--- src/sbcs_pkg.sv ---
// Package: shared types, codes and widths for the shell-binned correlation sums block.
package sbcs_pkg;

  localparam int unsigned NUM_BINS_DEF = 25;

  localparam int unsigned PIX_W   = 16;
  localparam int unsigned OFS_W   = 14;
  localparam int unsigned SEL_W   = 5;
  localparam int unsigned BOX_W   = 7;
  localparam int unsigned SHW_W   = 12;
  localparam int unsigned TOT_W   = 28;
  localparam int unsigned USED_W  = 13;
  localparam int unsigned AVG_W   = 24;
  localparam int unsigned CNT_W   = 24;
  localparam int unsigned SUM_W   = 48;
  localparam int unsigned SQ_W    = 64;
  localparam int unsigned DVD_W   = TOT_W + 8;
  localparam int unsigned CFG_IDX_W = 3;
  localparam int unsigned CFG_DAT_W = 16;

  typedef enum logic [1:0] {
    ACT_PAIR  = 2'd0,
    ACT_READ  = 2'd1,
    ACT_CLEAR = 2'd2,
    ACT_NONE  = 2'd3
  } action_e;

  typedef enum logic [CFG_IDX_W-1:0] {
    REG_BOX_SIZE    = 3'd0,
    REG_SHELL_WIDTH = 3'd1,
    REG_OVL_FIRST   = 3'd2,
    REG_IGN_FIRST   = 3'd3,
    REG_OVL_SECOND  = 3'd4,
    REG_IGN_SECOND  = 3'd5
  } cfg_reg_e;

  typedef enum logic [3:0] {
    ST_IDLE,
    ST_MUL_STEP,
    ST_MUL_ROW,
    ST_MUL_COL,
    ST_SHELL,
    ST_DIV,
    ST_SQ_A,
    ST_SQ_B,
    ST_SQ_C,
    ST_UPDATE
  } state_e;

  typedef struct packed {
    logic mul_step;
    logic mul_row;
    logic mul_col;
    logic shell_step;
    logic div_step;
    logic sq_a;
    logic sq_b;
    logic sq_c;
    logic update;
    logic busy;
  } cmd_t;

  typedef struct packed {
    logic fin_go;
    logic shell_hit;
    logic shell_over;
    logic div_last;
  } stat_t;

endpackage

--- src/sbcs_ctrl.sv ---
// Controller: sequences the chunk finish (multiplies, shell search, divide, squares, bin update).
module sbcs_ctrl (
  input  logic           clk_i,
  input  logic           rst_ni,
  input  sbcs_pkg::stat_t stat_i,
  output sbcs_pkg::cmd_t  cmd_o
);

  sbcs_pkg::state_e state_q, state_d;

  always_ff @(posedge clk_i or negedge rst_ni) begin
    if (!rst_ni) begin
      state_q <= sbcs_pkg::ST_IDLE;
    end else begin
      state_q <= state_d;
    end
  end

  always_comb begin
    state_d = state_q;
    unique case (state_q)
      sbcs_pkg::ST_IDLE: begin
        if (stat_i.fin_go) state_d = sbcs_pkg::ST_MUL_STEP;
      end
      sbcs_pkg::ST_MUL_STEP: state_d = sbcs_pkg::ST_MUL_ROW;
      sbcs_pkg::ST_MUL_ROW:  state_d = sbcs_pkg::ST_MUL_COL;
      sbcs_pkg::ST_MUL_COL:  state_d = sbcs_pkg::ST_SHELL;
      sbcs_pkg::ST_SHELL: begin
        if (stat_i.shell_hit) state_d = sbcs_pkg::ST_DIV;
        else if (stat_i.shell_over) state_d = sbcs_pkg::ST_IDLE;
      end
      sbcs_pkg::ST_DIV: begin
        if (stat_i.div_last) state_d = sbcs_pkg::ST_SQ_A;
      end
      sbcs_pkg::ST_SQ_A:  state_d = sbcs_pkg::ST_SQ_B;
      sbcs_pkg::ST_SQ_B:  state_d = sbcs_pkg::ST_SQ_C;
      sbcs_pkg::ST_SQ_C:  state_d = sbcs_pkg::ST_UPDATE;
      sbcs_pkg::ST_UPDATE: state_d = sbcs_pkg::ST_IDLE;
      default: state_d = sbcs_pkg::ST_IDLE;
    endcase
  end

  always_comb begin
    cmd_o = '0;
    cmd_o.busy = (state_q != sbcs_pkg::ST_IDLE);
    unique case (state_q)
      sbcs_pkg::ST_MUL_STEP: cmd_o.mul_step   = 1'b1;
      sbcs_pkg::ST_MUL_ROW:  cmd_o.mul_row    = 1'b1;
      sbcs_pkg::ST_MUL_COL:  cmd_o.mul_col    = 1'b1;
      sbcs_pkg::ST_SHELL:    cmd_o.shell_step = 1'b1;
      sbcs_pkg::ST_DIV:      cmd_o.div_step   = 1'b1;
      sbcs_pkg::ST_SQ_A:     cmd_o.sq_a       = 1'b1;
      sbcs_pkg::ST_SQ_B:     cmd_o.sq_b       = 1'b1;
      sbcs_pkg::ST_SQ_C:     cmd_o.sq_c       = 1'b1;
      sbcs_pkg::ST_UPDATE:   cmd_o.update     = 1'b1;
      default: ;
    endcase
  end

endmodule

--- config.mk ---
export PLATFORM = sky130hd
export DESIGN_NAME = sbcs_ctrl
export DESIGN_NICKNAME = d
export VERILOG_FILES = /design/src/sbcs_pkg.sv /design/src/sbcs_ctrl.sv
export SDC_FILE = /design/constraint.sdc
export NUM_CORES = 1
export LEC_CHECK = 0
export BUFFER_PORTS_ARGS = -buffer_cell sky130_fd_sc_hd__clkbuf_2
export CELL_PAD_IN_SITES_DETAIL_PLACEMENT = 0
export CELL_PAD_IN_SITES_GLOBAL_PLACEMENT = 1
export CORE_AREA = 2 2 39 41
export DETAILED_ROUTE_END_ITERATION = 16
export DIE_AREA = 0 0 41 43
export PLACE_DENSITY_LB_ADDON = 0.05
export SETUP_SLACK_MARGIN = 0.05
export SYNTH_ARGS = -nofsm -noshare
export SYNTH_HDL_FRONTEND = slang
export SYNTH_SLANG_ARGS = --single-unit
--- constraint.sdc ---
create_clock -name clk_i -period 2.2 [get_ports clk_i]
set_input_delay 0.44 -clock clk_i [delete_from_list [all_inputs] [get_ports clk_i]]
set_output_delay 0.44 -clock clk_i [all_outputs]
set_load 0.1 [all_outputs]
# After elaboration in Yosys (flattened, before gate mapping)
# Cells that the tools add are included.
# Widths: inputs -> output; s select.
[totals] reg_bits=4 latch_bits=0 ramBits=0 mem_bits_ro=0 in_bits=6 elab_cells=30 n_memories=0
[op_classes] addsub=0 n_mul=0 div_mod_pow=0 order_cmp=0 n_eq_ne=12 shifts=0 mux=14 bitwise_logic=0 n_reduce_logical=3
[op_table] op="$pmux 4 s9" count=1
[op_table] op="$eq 4x3->1 const B" count=4
[op_table] op="$mux 4" count=4
[op_table] op="$mux 1" count=9
[op_table] op="$eq 4x2->1 const B" count=2
[op_table] op="$eq 4x4->1 const B" count=2
[op_table] op="$eq 4x1->1 const B" count=1
[op_table] op="$logic_not 4->1" count=1
[op_table] op="$ne 2x2->1 const B" count=2
[op_table] op="$reduce_bool 4->1" count=1
[op_table] op="$ne 3x3->1 const B" count=1
[op_table] op="$reduce_and 3->1" count=1

# Depth between registers and ports, before layout
[depth] ltp_word=3 ltp_mapped=4

# Worst setup path after synthesis
# No wires, ideal clock.
[synth_path] path_type="register -> output" from="register state_q[1]" to="output cmd_o[9] (netlist bit)" t_arrival_ns=2.728 t_required_ns=1.760 path_slack_ns=-0.968 stages_incl_launch_ff=4 cell_sequence="dfrtp_1 buf_6 nand2b_2 nor3_1"
[synth_rtl] item="from (decl)" line_no="sbcs_ctrl.sv:9" text="sbcs_pkg::state_e state_q, state_d;"
[synth_rtl] item="from (signal assigned)" line_no="sbcs_ctrl.sv:13" text="state_q <= sbcs_pkg::ST_IDLE;"
[synth_rtl] item="from (signal assigned)" line_no="sbcs_ctrl.sv:15" text="state_q <= state_d;"
[synth_rtl] item="to (decl)" line_no="sbcs_ctrl.sv:6" text="output sbcs_pkg::cmd_t cmd_o"

==> results.sh <==
export IMPL_met3_length_um=61
export IMPL_finalHoldViolations=0
export IMPL_grt_max_degree=11
export IMPL_routabilityCongestion=0.794
export IMPL_wirelength_met1_um=327
export IMPL_fin_ws_ns=0.125
export IMPL_top_layer="met4"
export IMPL_crit_path_max_fanout=10
export IMPL_cp_arrival_ns=1.63
export IMPL_synthAdderAreaFrac_pct=0
export IMPL_fillers=152
export IMPL_clkTransAtPathRegs_ns=0.04
export IMPL_yosysWarnings=0
export IMPL_critical_path_class="flop to output port"
export IMPL_rrSetupSlack_ns=0.89
export IMPL_numCtsBuffers=3
export IMPL_netlist_instances=36
export IMPL_regMostFlops="state_q"
export IMPL_dieArea_um2=1760
export IMPL_finalWirelength_um=815
export IMPL_synth_xor_area_share_pct=0
export IMPL_dp_hpwl_um=656
export IMPL_post_cts_resized=0
export IMPL_fmax_mhz=482
export IMPL_rsz0062_at_grt="false"
export IMPL_synth_fp_nets=42
export IMPL_die_h_um=43
export IMPL_finalCritPeriodShare_pct=94.3
export IMPL_wl_met2_um=414
export IMPL_setup_viol=0
export IMPL_yosysUniqueCellTypes=18
export IMPL_multi_input_area_um2=230
export IMPL_synthMuxAreaShare_pct=0
export IMPL_postCtsSetupBuffers=0
export IMPL_maxCapViolCount=0
export IMPL_io_pins=16
export IMPL_outcome="complete, no violations"
export IMPL_worst_pin_slew_ns=0.545
export IMPL_ys_seq_elements=4
export IMPL_critPathLaunchType="flop"
export IMPL_clockRootBuffer="clkbuf_4"
export IMPL_syn_area_um2=338
export IMPL_crit_path_end_kind="output port"
export IMPL_synth_compound_area_share_pct=17.4
export IMPL_ys_seq_area_share_pct=29.6
export IMPL_largest_reg_flops=4
export IMPL_cts_max_level=1
export IMPL_placementRows=14
export IMPL_avgSynthCellArea_um2=9.38
export IMPL_r2r_start="state_q[3]"
export IMPL_grt_ovfl_total=0
export IMPL_drv_slew=0
export IMPL_die_w_um=41
export IMPL_reg2regPathDepth=4
export IMPL_startpoint="state_q[1]"
export IMPL_insertedDiodeCount=0
export IMPL_cts_hold_buf=0
export IMPL_ant_nets=0
export IMPL_synth_simple_area_share_pct=39.6
export IMPL_clk_path_buf_depth=2
export IMPL_hold_class="input port to async pin"
export IMPL_cts_sinks=4
export IMPL_worstSkewPairLatency_ns=0.23
export IMPL_grt_pass1_wl_mm=1.28
export IMPL_r2r_end="state_q[2]"
export IMPL_vias=331
export IMPL_avgViaCountPerCell=4.87
export IMPL_dp_slack_ns=0.369
export IMPL_drc=0
export IMPL_endpoint="cmd_o[0]"
export IMPL_drtPass1Iterations=4
export IMPL_drive_gt1_share_pct=63.5
export IMPL_fin_skew_ns=0.00118
export IMPL_final_nets=60
export IMPL_critical_path_required_ns=1.76
export IMPL_synth_top_family_by_area="simple AND/OR/NAND/NOR gates"
export IMPL_initial_utilization_pct=24.4
export IMPL_drt_initial_drc_count=6
export IMPL_register_area_um2=100
export IMPL_detail_route_wl_per_cell_um=12.0
export IMPL_grt_usage_pct=11.2
export IMPL_grt_pass1_vias=320
export IMPL_area_growth_pct=42.2
export IMPL_reg_top3="state_q (4)"
export IMPL_antenna_found_initial=0
export IMPL_period_needed_ns=2.07
export IMPL_maxSlewHeadroom_pct=63.8
export IMPL_cts_tree="done"
export IMPL_core_area_um2=1380
export IMPL_portBuffers=15
==> synth_stat cells <==
| cell type | n | area, µm² |
|---|---|---|
| or4_1 | 1 | 7.51 |
| o21bai_1 | 2 | 15.0 |
| a211oi_1 | 1 | 7.51 |
| o32a_1 | 1 | 10.0 |
| dfrtp_1 | 4 | 100 |
| nand2b_4 | 2 | 27.5 |
| nor3_2 | 3 | 30.0 |
| nor3_1 | 3 | 15.0 |
| o21ai_1 | 1 | 5.00 |
| nor2_1 | 6 | 22.5 |
| or2_1 | 1 | 6.26 |
| nand2b_2 | 1 | 8.76 |
| nand2b_1 | 2 | 12.5 |
| a21oi_1 | 1 | 5.00 |
| buf_6 | 4 | 45.0 |
| nand2_1 | 1 | 3.75 |
| a31oi_1 | 1 | 6.26 |
| a221o_1 | 1 | 10.0 |
==> cells in the final DEF (no fill, tap or decap), types with 2 or more instances in the layout <==
master	instances
buf_4	9
clkbuf_2	8
clkbuf_4	3
dfrtp_1	4
nand2b_1	2
nand2b_4	2
nor2_1	2
nor2_2	4
nor3_2	4
nor3_4	2
o21bai_1	2
==> worst max-delay path, stage by stage, from the launching register on <==
cell	delay, ns
dfrtp_1	0.47
or4_1	0.55
clkbuf_2	0.38
==> how the worst min path moves through the flow <==
stage / startpoint / to / slack [ns] / depth (start not counted)
after floorplan: rst_ni / state_q[0] / 0.14 / 0
after global placement: rst_ni / state_q[2] / 0.26 / 1
after detailed placement: rst_ni / state_q[2] / 0.26 / 1
after CTS: rst_ni / state_q[2] / 0.008 / 1
after global routing: rst_ni / state_q[3] / 0.003 / 1
final: rst_ni / state_q[2] / 0.01 / 1
==> logic make-up after synthesis <==
logic type             after synthesis
AO/OA/AOI/OAI                        8
buffers and inverters                4
flip-flops                           4
AND/OR/NAND/NOR                     20
==> layout make-up <==
class,instances,area share (%)
Multi-Input combinational cell,28,47.9
Tap cell,16,4.17
Timing Repair Buffer,17,22.4
Sequential cell,4,20.8
Clock buffer,3,4.69
==> metal layers <==
metal	global-route usage, %	up-vias
met4	4.00	0
met5	0	-
met2	16.3	13
li1	-	160
met1	13.0	156
met3	6.81	2
==> metrics by stage <==
stage          utilization, %  hold slack (ns)  TNS [ns]  instances  instance area [µm²]
4_1_cts                  34.7          0.00791         0         68                  480
3_5_place_dp             33.1            0.255         0         65                  458
3_3_place_gp             33.1            0.256         0         65                  458
2_1_floorplan               -            0.144    -0.349         36                  375
5_1_grt                  34.7          0.00298         0         68                  480
6_report                 34.7           0.0118         0         68                  480
Power is left out: the tool's default activity adds up to more than one toggle a clock period on the data nets, which glitch-free logic cannot reach.
